**src/design/tes_pkg.sv**
```systemverilog
// shared types and constants of the timed event slot table
`default_nettype none
package tes_pkg;

  localparam int SLOT_COUNT_DEF = 16;
  localparam int RESULT_LIMIT   = 16;
  localparam int CNT_W          = $clog2(RESULT_LIMIT);
  localparam int QUEUE_DEPTH    = 2;
  localparam int QPTR_W         = (QUEUE_DEPTH > 1) ? $clog2(QUEUE_DEPTH) : 1;
  localparam int QCNT_W         = $clog2(QUEUE_DEPTH + 1);

  localparam logic [15:0] SCALE_RESET  = 16'd1000;
  localparam logic [30:0] DEADLINE_MAX = 31'h7FFF_FFFF;
  localparam logic [1:0]  ADDR_SCALE   = 2'd0;

  typedef enum logic {
    OP_ADD  = 1'b0,
    OP_TICK = 1'b1
  } op_t;

  typedef struct packed {
    op_t         op;
    logic [30:0] now;
    logic [7:0]  ev;
    logic [15:0] iv;
    logic        per;
  } cmd_t;

  typedef struct packed {
    logic [15:0] iv;
    logic [30:0] dl;
    logic [7:0]  ev;
    logic        per;
  } slot_t;

  typedef struct packed {
    logic       fired;
    logic [7:0] ev;
    logic       added;
    logic       full;
    logic       last;
  } res_t;

  typedef enum logic [2:0] {
    ST_IDLE,
    ST_LOAD,
    ST_SCAN,
    ST_WRITE,
    ST_FINISH
  } eng_state_t;

endpackage
`default_nettype wire

```
**src/design/tes_front.sv**
```systemverilog
// front stage: takes input beats, classifies them and feeds the command queue
`default_nettype none
module tes_front (
  input  wire                 clk,
  input  wire                 rst_n,
  input  wire                 start,
  output logic                busy,
  input  wire                 in_action,
  input  wire  [30:0]         in_now_time,
  input  wire  [7:0]          in_event_id,
  input  wire  [15:0]         in_interval_units,
  input  wire                 in_periodic,
  input  wire                 q_full,
  output logic                q_push,
  output tes_pkg::cmd_t       q_cmd
);
  import tes_pkg::*;

  cmd_t cmd_r;
  cmd_t cmd_nxt;
  logic vld_r;
  logic vld_nxt;
  logic accept;

  assign busy   = vld_r & q_full;
  assign accept = start & ~busy;
  assign q_push = vld_r & ~q_full;
  assign q_cmd  = cmd_r;

  always_comb begin
    cmd_nxt = cmd_r;
    vld_nxt = vld_r;
    if (accept) begin
      cmd_nxt.op  = op_t'(in_action);
      cmd_nxt.now = in_now_time;
      cmd_nxt.ev  = in_event_id;
      cmd_nxt.iv  = in_interval_units;
      cmd_nxt.per = in_periodic;
      vld_nxt     = 1'b1;
    end else if (q_push) begin
      vld_nxt = 1'b0;
    end
  end

  always_ff @(posedge clk) begin
    if (!rst_n) begin
      vld_r <= 1'b0;
    end else begin
      vld_r <= vld_nxt;
    end
  end

  always_ff @(posedge clk) begin
    cmd_r <= cmd_nxt;
  end

endmodule
`default_nettype wire

```
**src/design/tes_fifo.sv**
```systemverilog
// short command queue between the front stage and the slot engine
`default_nettype none
module tes_fifo (
  input  wire                 clk,
  input  wire                 rst_n,
  input  wire                 push,
  input  tes_pkg::cmd_t       din,
  input  wire                 pop,
  output tes_pkg::cmd_t       dout,
  output logic                full,
  output logic                empty
);
  import tes_pkg::*;

  cmd_t                store_r [QUEUE_DEPTH];
  logic [QPTR_W-1:0]   wptr_r;
  logic [QPTR_W-1:0]   wptr_nxt;
  logic [QPTR_W-1:0]   rptr_r;
  logic [QPTR_W-1:0]   rptr_nxt;
  logic [QCNT_W-1:0]   cnt_r;
  logic [QCNT_W-1:0]   cnt_nxt;
  logic                do_push;
  logic                do_pop;

  assign full    = (cnt_r == QCNT_W'(QUEUE_DEPTH));
  assign empty   = (cnt_r == '0);
  assign do_push = push & ~full;
  assign do_pop  = pop & ~empty;
  assign dout    = store_r[rptr_r];

  always_comb begin
    wptr_nxt = wptr_r;
    rptr_nxt = rptr_r;
    cnt_nxt  = cnt_r;
    if (do_push) begin
      wptr_nxt = (wptr_r == QPTR_W'(QUEUE_DEPTH - 1)) ? '0 : wptr_r + 1'b1;
    end
    if (do_pop) begin
      rptr_nxt = (rptr_r == QPTR_W'(QUEUE_DEPTH - 1)) ? '0 : rptr_r + 1'b1;
    end
    if (do_push && !do_pop) begin
      cnt_nxt = cnt_r + 1'b1;
    end else if (do_pop && !do_push) begin
      cnt_nxt = cnt_r - 1'b1;
    end
  end

  always_ff @(posedge clk) begin
    if (!rst_n) begin
      wptr_r <= '0;
      rptr_r <= '0;
      cnt_r  <= '0;
    end else begin
      wptr_r <= wptr_nxt;
      rptr_r <= rptr_nxt;
      cnt_r  <= cnt_nxt;
    end
  end

  always_ff @(posedge clk) begin
    if (do_push) begin
      store_r[wptr_r] <= din;
    end
  end

endmodule
`default_nettype wire

```
**src/design/tes_engine.sv**
```systemverilog
// slot engine: scans the slot memory one slot per cycle, adds, fires and re-arms
`default_nettype none
module tes_engine #(
  parameter int SLOT_COUNT = tes_pkg::SLOT_COUNT_DEF
) (
  input  wire                 clk,
  input  wire                 rst_n,
  input  wire  [15:0]         scale,
  input  wire                 q_empty,
  input  tes_pkg::cmd_t       q_cmd,
  output logic                q_pop,
  output logic                res_stb,
  output tes_pkg::res_t       res
);
  import tes_pkg::*;

  localparam int IW = (SLOT_COUNT > 1) ? $clog2(SLOT_COUNT) : 1;

  eng_state_t            state_r;
  eng_state_t            state_nxt;

  slot_t                 mem [SLOT_COUNT];
  slot_t                 rd_r;
  slot_t                 wr_slot;
  logic [IW-1:0]         rd_addr;
  logic                  mem_we;

  logic [SLOT_COUNT-1:0] occ_r;
  logic [SLOT_COUNT-1:0] occ_nxt;

  op_t                   op_r;
  op_t                   op_nxt;
  logic [30:0]           now_r;
  logic [30:0]           now_nxt;
  logic [7:0]            ev_r;
  logic [7:0]            ev_nxt;
  logic [15:0]           iv_r;
  logic [15:0]           iv_nxt;
  logic                  per_r;
  logic                  per_nxt;
  logic [31:0]           span_r;
  logic [31:0]           span_nxt;
  logic [IW-1:0]         idx_r;
  logic [IW-1:0]         idx_nxt;
  logic [IW-1:0]         tgt_r;
  logic [IW-1:0]         tgt_nxt;
  logic                  free_vld_r;
  logic                  free_vld_nxt;
  logic [IW-1:0]         free_idx_r;
  logic [IW-1:0]         free_idx_nxt;
  logic [CNT_W-1:0]      fire_cnt_r;
  logic [CNT_W-1:0]      fire_cnt_nxt;
  logic                  pend_vld_r;
  logic                  pend_vld_nxt;
  logic [7:0]            pend_ev_r;
  logic [7:0]            pend_ev_nxt;
  logic                  stb_r;
  logic                  stb_nxt;
  res_t                  res_r;
  res_t                  res_nxt;

  logic [15:0]           mult_a;
  logic [31:0]           prod;
  logic [32:0]           dl_sum;
  logic [30:0]           dl_sat;
  logic                  last_idx;
  logic                  cur_occ;
  logic                  due;
  logic                  fire;
  logic                  add_hit;
  logic                  cnt_hit;

  assign last_idx = (idx_r == IW'(SLOT_COUNT - 1));
  assign cur_occ  = occ_r[idx_r];
  assign due      = (rd_r.dl <= now_r);
  assign fire     = cur_occ & due;
  assign add_hit  = ~cur_occ | due;
  assign cnt_hit  = (fire_cnt_r == CNT_W'(RESULT_LIMIT - 1));
  assign prod     = {16'b0, mult_a} * {16'b0, scale};
  assign dl_sum   = {2'b0, now_r} + {1'b0, span_r};
  assign dl_sat   = (|dl_sum[32:31]) ? DEADLINE_MAX : dl_sum[30:0];
  assign wr_slot  = '{iv: iv_r, dl: dl_sat, ev: ev_r, per: per_r};
  assign q_pop    = (state_r == ST_IDLE) & ~q_empty;
  assign res_stb  = stb_r;
  assign res      = res_r;

  always_comb begin
    if (state_r == ST_LOAD) begin
      rd_addr = '0;
    end else if (last_idx) begin
      rd_addr = idx_r;
    end else begin
      rd_addr = idx_r + 1'b1;
    end
  end

  always_comb begin
    state_nxt = state_r;
    unique case (state_r)
      ST_IDLE: begin
        if (!q_empty) begin
          state_nxt = ST_LOAD;
        end
      end
      ST_LOAD: begin
        state_nxt = ST_SCAN;
      end
      ST_SCAN: begin
        if (op_r == OP_ADD) begin
          if (add_hit) begin
            state_nxt = ST_WRITE;
          end else if (last_idx) begin
            state_nxt = ST_FINISH;
          end
        end else begin
          if (fire && rd_r.per) begin
            state_nxt = ST_WRITE;
          end else if (last_idx || (fire && cnt_hit)) begin
            state_nxt = ST_FINISH;
          end
        end
      end
      ST_WRITE:  state_nxt = ST_IDLE;
      ST_FINISH: state_nxt = ST_IDLE;
      default:   state_nxt = ST_IDLE;
    endcase
  end

  always_comb begin
    op_nxt       = op_r;
    now_nxt      = now_r;
    ev_nxt       = ev_r;
    iv_nxt       = iv_r;
    per_nxt      = per_r;
    span_nxt     = span_r;
    idx_nxt      = idx_r;
    tgt_nxt      = tgt_r;
    free_vld_nxt = free_vld_r;
    free_idx_nxt = free_idx_r;
    fire_cnt_nxt = fire_cnt_r;
    pend_vld_nxt = pend_vld_r;
    pend_ev_nxt  = pend_ev_r;
    occ_nxt      = occ_r;
    mult_a       = iv_r;
    mem_we       = 1'b0;
    stb_nxt      = 1'b0;
    res_nxt      = '0;
    unique case (state_r)
      ST_IDLE: begin
        if (!q_empty) begin
          op_nxt  = q_cmd.op;
          now_nxt = q_cmd.now;
          ev_nxt  = q_cmd.ev;
          iv_nxt  = q_cmd.iv;
          per_nxt = q_cmd.per;
        end
      end
      ST_LOAD: begin
        span_nxt     = prod;
        idx_nxt      = '0;
        fire_cnt_nxt = '0;
        pend_vld_nxt = 1'b0;
        free_vld_nxt = 1'b0;
      end
      ST_SCAN: begin
        if (!last_idx) begin
          idx_nxt = idx_r + 1'b1;
        end
        if (op_r == OP_ADD) begin
          if (add_hit) begin
            tgt_nxt = idx_r;
          end
        end else begin
          if ((!cur_occ || fire) && !free_vld_r) begin
            free_vld_nxt = 1'b1;
            free_idx_nxt = idx_r;
          end
          if (fire) begin
            occ_nxt[idx_r] = 1'b0;
            fire_cnt_nxt   = fire_cnt_r + 1'b1;
            if (pend_vld_r) begin
              stb_nxt       = 1'b1;
              res_nxt.fired = 1'b1;
              res_nxt.ev    = pend_ev_r;
            end
            pend_vld_nxt = 1'b1;
            pend_ev_nxt  = rd_r.ev;
            if (rd_r.per) begin
              tgt_nxt  = free_vld_r ? free_idx_r : idx_r;
              iv_nxt   = rd_r.iv;
              ev_nxt   = rd_r.ev;
              per_nxt  = 1'b1;
              mult_a   = rd_r.iv;
              span_nxt = prod;
            end
          end
        end
      end
      ST_WRITE: begin
        mem_we         = 1'b1;
        occ_nxt[tgt_r] = (iv_r != '0);
        stb_nxt        = 1'b1;
        res_nxt.last   = 1'b1;
        if (op_r == OP_ADD) begin
          res_nxt.added = 1'b1;
        end else begin
          res_nxt.fired = 1'b1;
          res_nxt.ev    = pend_ev_r;
        end
      end
      ST_FINISH: begin
        stb_nxt      = 1'b1;
        res_nxt.last = 1'b1;
        if (op_r == OP_ADD) begin
          res_nxt.full = 1'b1;
        end else if (pend_vld_r) begin
          res_nxt.fired = 1'b1;
          res_nxt.ev    = pend_ev_r;
        end
      end
      default: begin
      end
    endcase
  end

  always_ff @(posedge clk) begin
    if (!rst_n) begin
      state_r    <= ST_IDLE;
      occ_r      <= '0;
      stb_r      <= 1'b0;
      pend_vld_r <= 1'b0;
      free_vld_r <= 1'b0;
      fire_cnt_r <= '0;
      idx_r      <= '0;
    end else begin
      state_r    <= state_nxt;
      occ_r      <= occ_nxt;
      stb_r      <= stb_nxt;
      pend_vld_r <= pend_vld_nxt;
      free_vld_r <= free_vld_nxt;
      fire_cnt_r <= fire_cnt_nxt;
      idx_r      <= idx_nxt;
    end
  end

  always_ff @(posedge clk) begin
    op_r       <= op_nxt;
    now_r      <= now_nxt;
    ev_r       <= ev_nxt;
    iv_r       <= iv_nxt;
    per_r      <= per_nxt;
    span_r     <= span_nxt;
    tgt_r      <= tgt_nxt;
    free_idx_r <= free_idx_nxt;
    pend_ev_r  <= pend_ev_nxt;
    res_r      <= res_nxt;
  end

  always_ff @(posedge clk) begin
    if (mem_we) begin
      mem[tgt_r] <= wr_slot;
    end
    rd_r <= mem[rd_addr];
  end

endmodule
`default_nettype wire

```
**src/design/timed_event_slot_table.sv**
```systemverilog
// top level of the timed event slot table
//
// Commands enter on start with in_action (0 = add, 1 = tick), in_now_time,
// in_event_id, in_interval_units and in_periodic; a beat is taken when start
// is high and busy is low. Results leave at most one per cycle on out_strobe with
// out_fired, out_fired_event, out_added, out_table_full and out_last; the
// receiver cannot stall, so every result is shown for exactly one cycle.
// An add gives one result; a tick gives one result per fired slot in slot
// order, or a single empty result when nothing is due, out_last on the final.
// The front stage registers a beat and hands it to a two-entry command queue;
// the engine scans the slot memory one slot per cycle. An item goes through
// pop, load, the slot scan, and write or finish; the scan ends early when an
// add finds a slot, when a periodic slot fires or when a tick reaches the
// result limit. The scale register (ticks per interval unit) is read at APB
// address 0; a write to any address sets it. Reset empties all slots
// through their occupancy flags and sets the scale to 1000.
`default_nettype none
module timed_event_slot_table #(
  parameter int SLOT_COUNT = tes_pkg::SLOT_COUNT_DEF
) (
  input  wire         clk,
  input  wire         rst_n,
  input  wire         start,
  output logic        busy,
  input  wire         in_action,
  input  wire  [30:0] in_now_time,
  input  wire  [7:0]  in_event_id,
  input  wire  [15:0] in_interval_units,
  input  wire         in_periodic,
  output logic        out_strobe,
  output logic        out_fired,
  output logic [7:0]  out_fired_event,
  output logic        out_added,
  output logic        out_table_full,
  output logic        out_last,
  input  wire         psel,
  input  wire         penable,
  input  wire         pwrite,
  input  wire  [1:0]  paddr,
  input  wire  [31:0] pwdata,
  output logic [31:0] prdata,
  output logic        pready
);
  import tes_pkg::*;

  logic [15:0] scale_r;
  logic [15:0] scale_nxt;
  logic        q_push;
  logic        q_pop;
  logic        q_full;
  logic        q_empty;
  cmd_t        push_cmd;
  cmd_t        pop_cmd;
  logic        res_stb;
  res_t        res;

  assign pready = 1'b1;
  assign prdata = (paddr == ADDR_SCALE) ? {16'b0, scale_r} : '0;

  always_comb begin
    scale_nxt = scale_r;
    if (psel && penable && pwrite && pready) begin
      scale_nxt = pwdata[15:0];
    end
  end

  always_ff @(posedge clk) begin
    if (!rst_n) begin
      scale_r <= SCALE_RESET;
    end else begin
      scale_r <= scale_nxt;
    end
  end

  tes_front u_front (
    .clk               (clk),
    .rst_n             (rst_n),
    .start             (start),
    .busy              (busy),
    .in_action         (in_action),
    .in_now_time       (in_now_time),
    .in_event_id       (in_event_id),
    .in_interval_units (in_interval_units),
    .in_periodic       (in_periodic),
    .q_full            (q_full),
    .q_push            (q_push),
    .q_cmd             (push_cmd)
  );

  tes_fifo u_fifo (
    .clk   (clk),
    .rst_n (rst_n),
    .push  (q_push),
    .din   (push_cmd),
    .pop   (q_pop),
    .dout  (pop_cmd),
    .full  (q_full),
    .empty (q_empty)
  );

  tes_engine #(
    .SLOT_COUNT (SLOT_COUNT)
  ) u_engine (
    .clk     (clk),
    .rst_n   (rst_n),
    .scale   (scale_r),
    .q_empty (q_empty),
    .q_cmd   (pop_cmd),
    .q_pop   (q_pop),
    .res_stb (res_stb),
    .res     (res)
  );

  assign out_strobe      = res_stb;
  assign out_fired       = res.fired;
  assign out_fired_event = res.ev;
  assign out_added       = res.added;
  assign out_table_full  = res.full;
  assign out_last        = res.last;

endmodule
`default_nettype wire
```
**config.mk**
```make
export PLATFORM = sky130hd
export DESIGN_NAME = timed_event_slot_table
export DESIGN_NICKNAME = d
export VERILOG_FILES = /design/src/design/tes_pkg.sv /design/src/design/tes_front.sv /design/src/design/tes_fifo.sv /design/src/design/tes_engine.sv /design/src/design/timed_event_slot_table.sv
export SDC_FILE = /design/constraint.sdc
export NUM_CORES = 2
export LEC_CHECK = 0
export BUFFER_PORTS_ARGS = -buffer_cell sky130_fd_sc_hd__buf_2
export CORE_UTILIZATION = 51
export CTS_CLUSTER_DIAMETER = 30
export DETAILED_ROUTE_END_ITERATION = 6
export GPL_TIMING_DRIVEN = 0
export PLACE_DENSITY = 0.67
export SYNTH_ARGS = -nofsm -noshare
export SYNTH_HDL_FRONTEND = slang
export SYNTH_SLANG_ARGS = --single-unit
```
**constraint.sdc**
```tcl
create_clock -name clk -period 12.2 [get_ports clk]
set_clock_uncertainty 0.05 [all_clocks]
set_input_delay 2.44 -clock clk [delete_from_list [all_inputs] [get_ports clk]]
set_output_delay 2.44 -clock clk [all_outputs]
set_load 0.03 [all_outputs]
```
After elaboration in Yosys (flattened, before gate mapping)
Memories as Yosys holds them, arrays and structs flattened. A register that Yosys moved wholly into a read port is not among the register bits.
Index checks and enable logic that the tools add are counted.

word-level totals
  memories = 2
  output and inout bits = 47
  RAM bits = 1010
  bits in read-only memories = 0
  bits in latches = 0
  register bits after elaboration = 225
  input port bits = 97
  word-level logic and storage cells = 195

memory list
  name            words  width  read ports  clocked after Yosys merged registers in  wr ports  line              text
  u_engine.mem    16     56     1           1                                        1         tes_engine.sv:22  slot_t mem [SLOT_COUNT];
  u_fifo.store_r  2      57     1           1                                        1         tes_fifo.sv:15    cmd_t store_r [QUEUE_DEPTH];

cells by class
  equal/unequal tests = 16
  $lt $le $gt $ge = 5
  reductions and logical operators = 38
  multipliers = 1
  add/sub/neg operators = 7
  div/mod/pow operators = 0
  mux-type cells = 81
  shift-type cells = 0
  bitwise logic cells = 14

operators with widths
  kind                  count
  $mux W16              8
  $mux W32              3
  $pmux W16 S2          2
  $pmux W32 S2          1
  $mux W9               5
  $mux W4               9
  $add A31 B32 Y33      1
  $mul A16 B16 Y32      1
  $mux W8               4
  $le A31 B31 Y1        1
  $mux W31              1
  $mux W1               27
  $pmux W9 S3           1
  $mux W3               6
  $reduce_and A3 Y1     6
  $and A16 B16 Y16      1
  $bwmux W16            1
  $not A16 Y16          1
  $pmux W4 S2           2
  $pmux W8 S2           1
  $reduce_bool A16 Y1   1
  $reduce_bool A2 Y1    6
  $lt A4 B5 Y1 const B  2
  $ne A2 B1 Y1 const B  5
  30 further kinds      66

Longest topological paths before layout
  depth in word-level cells = 11
  depth in mapped cells = 33

Hierarchy
From an unflattened synthesis, not the netlist that was laid out.

unflattened totals
  cell total of the unflattened synthesis = 4538
  area total of the unflattened synthesis = 60718.2 sq um

modules (own cells, without submodules)
  module                  area each (sq um)  times used  seq. area each (sq um)  cells each
  tes_engine              53726.5            1           32020.7                 4168
  tes_fifo                4347.9             1           3523.4                  202
  tes_front               1761.7             1           1731.7                  62
  timed_event_slot_table  882.1              1           320.3                   106

Least setup slack after synthesis
Ideal clock, no wire load.

  path kind = flip-flop to flip-flop
  from = register u_engine.now_r[30]
  to = register u_engine.span_r[24], data pin
  setup slack = 4497 ps
  arrival time = 7394 ps
  buffers on the path = 2
  clock period less this slack = 7703 ps
  stages on the path, launching flop included = 31
  cells stage by stage = edfxtp_1 inv_1 ha_1 nand3_1 nor3_1 nand2_1 or2_1 or4_4 o21ai_4 and3_1 clkbuf_1 clkbuf_1 o21ai_0 fa_1 fa_1 fa_1 inv_1 fa_1 fa_1 inv_1 fa_1 inv_1 ha_1 nand2_1 a2111oi_0 a211oi_1 a211o_1 and3_1 nand3_1 o211ai_1 xnor2_1

on the way
  cells in the longest elaborated chain, start to end = 10

ends and longest elaborated chain
  element                 line               text
  from (decl)             tes_engine.sv:33   logic [30:0] now_r;
  from (signal assigned)  tes_engine.sv:248  now_r <= now_nxt;
  $le A31 B31 Y1 *        tes_engine.sv:75   assign due = (rd_r.dl <= now_r);
  $and A1 B1 Y1 *         tes_engine.sv:76   assign fire = cur_occ & due;
  $mux W16 *              --
  $mux W16 *              tes_engine.sv:169  if (op_r == OP_ADD) begin
  $mux W16 *              tes_engine.sv:148  unique case (state_r)
  $mul A16 B16 Y32 *      tes_engine.sv:79   assign prod = {16'b0, mult_a} * {16'b0, scale};
  via u_engine.prod[24]   tes_engine.sv:63   logic [31:0] prod;
  $mux W32                tes_engine.sv:188  if (rd_r.per) begin
  $mux W32                tes_engine.sv:178  if (fire) begin
  $mux W32                tes_engine.sv:169
  $pmux W32 S2 *          tes_engine.sv:148
  to (signal assigned)    tes_engine.sv:252  span_r <= span_nxt;
  to (decl)               tes_engine.sv:41   logic [31:0] span_r;

Mark *: on every way through the listed nets, which the timed path passes. The rest lies on a longest branch. The select of a mux whose other input is x is not followed.
A chain may end at the register's enable or synchronous reset.

Worst setup path after layout
  from = register u_engine.now_r[12]
  to = register u_engine.span_r[31], data pin

The elaborated chain is that of the path after synthesis.

==> results.toml <==
[outcome]
status = "complete, but fails checks"
violations = "DRC, capacitance limit"

[critical_path]
worstSetupStartpointType = "flip-flop"
worstRegToRegCells = 29
critical_path.top_delay_family = "compound AO/OA/AOI/OAI gates"
required_ns = 12.68
path_buf_inv = 6
critPathSlowestCell = "a221oi_1"
rr_endpoint = "u_engine.span_r[31]"
critical_path_class = "reg2reg"
worstPathArrival_ns = 10.37
crit_top_cell = "fa_1"
cpPeakStageDelay_ns = 0.69
end_kind = "flip-flop"
crit_fanout = 10
r2r_start = "u_engine.now_r[12]"
rrSetupSlack_ns = 2.31

[clocking]
clkSlewWorstSetupHoldPaths_ns = 0.05
clk_latency_ns = 0.81
cts-root-buf = "clkbuf_16"
cts_sinks = 1292
clock_path_buffers = 3
htree_levels = 4
cts_setup_buffers = 0
cts_hold_buf = 0
numCtsBuffers = 222
ctsResizeCount = 0
cts_tree = "built"

[timing]
slew_violations = 0
setup_violations = 0
rsz0062_at_grt = "no"
fmax_mhz = 101
finalHoldViolCount = 0
max_slew.worst_pin.slew_ns = 1.48
period_share_pct = 81.1
tns_ns = 0
layout_setup_ws_ns = 2.31
fin_crit_ns = 9.89
max_slew_margin_pct = 1.11

[grt]
grt_usage_pct = 28.6
grt_max_degree = 44
grt_pass1_wl_um = 257000
grt_antenna_before_repair = 5
grt_pass1_vias = 41309
overflow = 0

[cells_and_area]
diodes = 0
fillers = 8974
syn_to_final_growth_pct = 18.8
post-route-util_pct = 61.5
final_layout_size_suffix_gt1_share_pct = 13.8
nets = 5528
stdcell_area_mm2 = 0.0730

[routing]
vias = 41305
routed_wl_um = 174000
ant_nets = 0
viasPerCell = 6.02
wl_per_cell_um = 25.4
dr.pass1.iters = 7
dr.first_iter.drc_count = 4295
remaining_drc_errors = 3

[synthesis]
synth_fa_ha_area_share_pct = 9.86
yosysWarnings = 0
avgSynthCellArea_um2 = 13.2
syn_inst = 4659
synth_top_family_by_area = "compound AO/OA/AOI/OAI gates"
synth_area_leaders = "edfxtp_1 (57%), fa_1 (6.4%), dfxtp_1 (3.9%), ha_1 (3.5%), o21ai_0 (2.9%)"
synth-compound-area-share_pct = 14.4
synth_seq_cells = 1292
seq_area_frac_synth_pct = 61.2
synth_ff_type = "edfxtp_1"
netlist.area_leader.share_pct = 57.3
synth_area_mm2 = 0.0614
synth_xor_xnor_area_share_pct = 0.798
synth_cell_type_count = 84
synth_simple_gate_area_share_pct = 6.57
synth_top_area_cell = "edfxtp_1"
synth-edff-count = 1172
synthMuxAreaShare_pct = 2.90
async_reset_ff_share_pct = 0

[worst_hold_path]
min_path_cells = 0
min_from = "u_front.q_cmd[23]"
holdPathEnd = "u_fifo.store_r[1][23]"
hp-class = "reg2reg"

[placed_design]
gp_congestion = 0.947
dpl.hpwl_um = 126000
numPortBuffers = 110
post-place-ws_ns = 2.43
place_area_mm2 = 0.0651

[die]
die-width_um = 349
die_h_um = 349
coreArea_mm2 = 0.119
dieArea_mm2 = 0.122
start_util_pct = 51.8
ioPinCount = 144
fp-row-count = 126

[job]
max_cap_viol_count = 1
-- state kept, by name, summed over array words and instances, names as in the netlist, 8 cells and up, named ones only --
register,cells
u_engine.now_r,31
u_fifo.store_r,114
u_engine.iv_r,16
u_engine.res,12
u_engine.occ_r,16
u_engine.rd_r,56
u_engine.ev_r,8
u_engine.span_r,32
u_engine.pend_ev_r,8
u_front.q_cmd,57
u_engine.mem,896
scale_r,16
-- metal layers --
layer,track usage [%],part of all wire (%)
met5,0,0
met2,45.9,47
met3,5.34,8.6
met1,37.3,39
met4,14.6,5.0
-- how the worst max path moves through the flow --
| stage | start | endpoint | cells past startpoint |
|---|---|---|---|
| 3_3_place_gp | u_engine.now_r[12] | u_engine.span_r[31] | 29 |
| 5_1_grt | u_engine.now_r[12] | u_engine.span_r[31] | 29 |
| 3_5_place_dp | u_engine.now_r[12] | u_engine.span_r[31] | 29 |
| 4_1_cts | u_engine.now_r[12] | u_engine.span_r[31] | 29 |
| 2_1_floorplan | u_engine.now_r[30] | u_engine.span_r[24] | 30 |
| 6_report | u_engine.now_r[12] | u_engine.span_r[31] | 29 |
-- cell usage in the layout (no fill, tap or decap), types with 60 or more instances in the layout --
master / synthesis / layout
o21ai_0: 359 / 355
clkbuf_1: 248 / 271
a211oi_1: 192 / 192
o211ai_1: 123 / 123
or3_1: 116 / 116
o21a_1: 60 / 60
a21boi_0: 62 / 62
clkbuf_16: 0 / 225
o21ai_1: 91 / 95
buf_2: 37 / 147
a311oi_1: 113 / 113
fa_1: 195 / 195
dfxtp_1: 120 / 120
and3_1: 134 / 133
nor2_1: 91 / 78
nand2_1: 249 / 248
a21oi_1: 229 / 229
inv_1: 281 / 280
mux2i_1: 124 / 124
ha_1: 172 / 172
edfxtp_1: 1172 / 1172
-- Yosys cell counts (all sizes together), types with 8 or more instances --
master      n
nor2b      30
and3      136
o21a       60
fa        195
xnor2      34
and2       24
or3       116
nand3      61
a31oi      25
o2111ai     8
a21oi     231
dfxtp     120
ha        172
buf       100
nor3b      12
mux2i     124
a311oi    113
nand2     250
a211oi    193
nor2       91
xor2       22
nand4       8
nand2b     10
edfxtp   1172
o211ai    124
a21boi     84
o22ai      13
a21o       28
clkbuf    248
inv       281
mux2       38
nor3       15
o21ai     451
-- per-stage QoR --
step	cells	hold slack (ns)
after global routing	6863	0.393
after CTS	6862	0.392
after global placement	6384	0.374
after floorplan	4674	0.358
final	6863	0.387
after detailed placement	6439	0.379
-- logic make-up (layout without fill, tap and decap cells) --
| group | after synthesis | in the layout |
|---|---|---|
| AOI/OAI and AO/OA | 1367 | 1367 |
| DFF | 1292 | 1292 |
| and+or+nand+nor | 778 | 778 |
| buffers and inverters | 630 | 1219 |
| adders and majority gates | 367 | 367 |
| muxes | 167 | 167 |
| xor gates and xnor gates | 56 | 56 |
| other | 2 | 17 |
-- cell type report --
type | count | area (µm²) | area share [%]
sequential | 1292 | 37600 | 51.5
multi-input combinational | 2752 | 21400 | 29.4
clock buffer | 254 | 5800 | 7.95
clock inverter | 169 | 2100 | 2.88
tap | 1600 | 2000 | 2.74
buffer | 348 | 1560 | 2.14
timing repair buffer | 166 | 1430 | 1.96
inverter | 282 | 1060 | 1.45
Power is not shown: default switching activity piles up to over one toggle a cycle in this logic, so the estimate is an artifact.
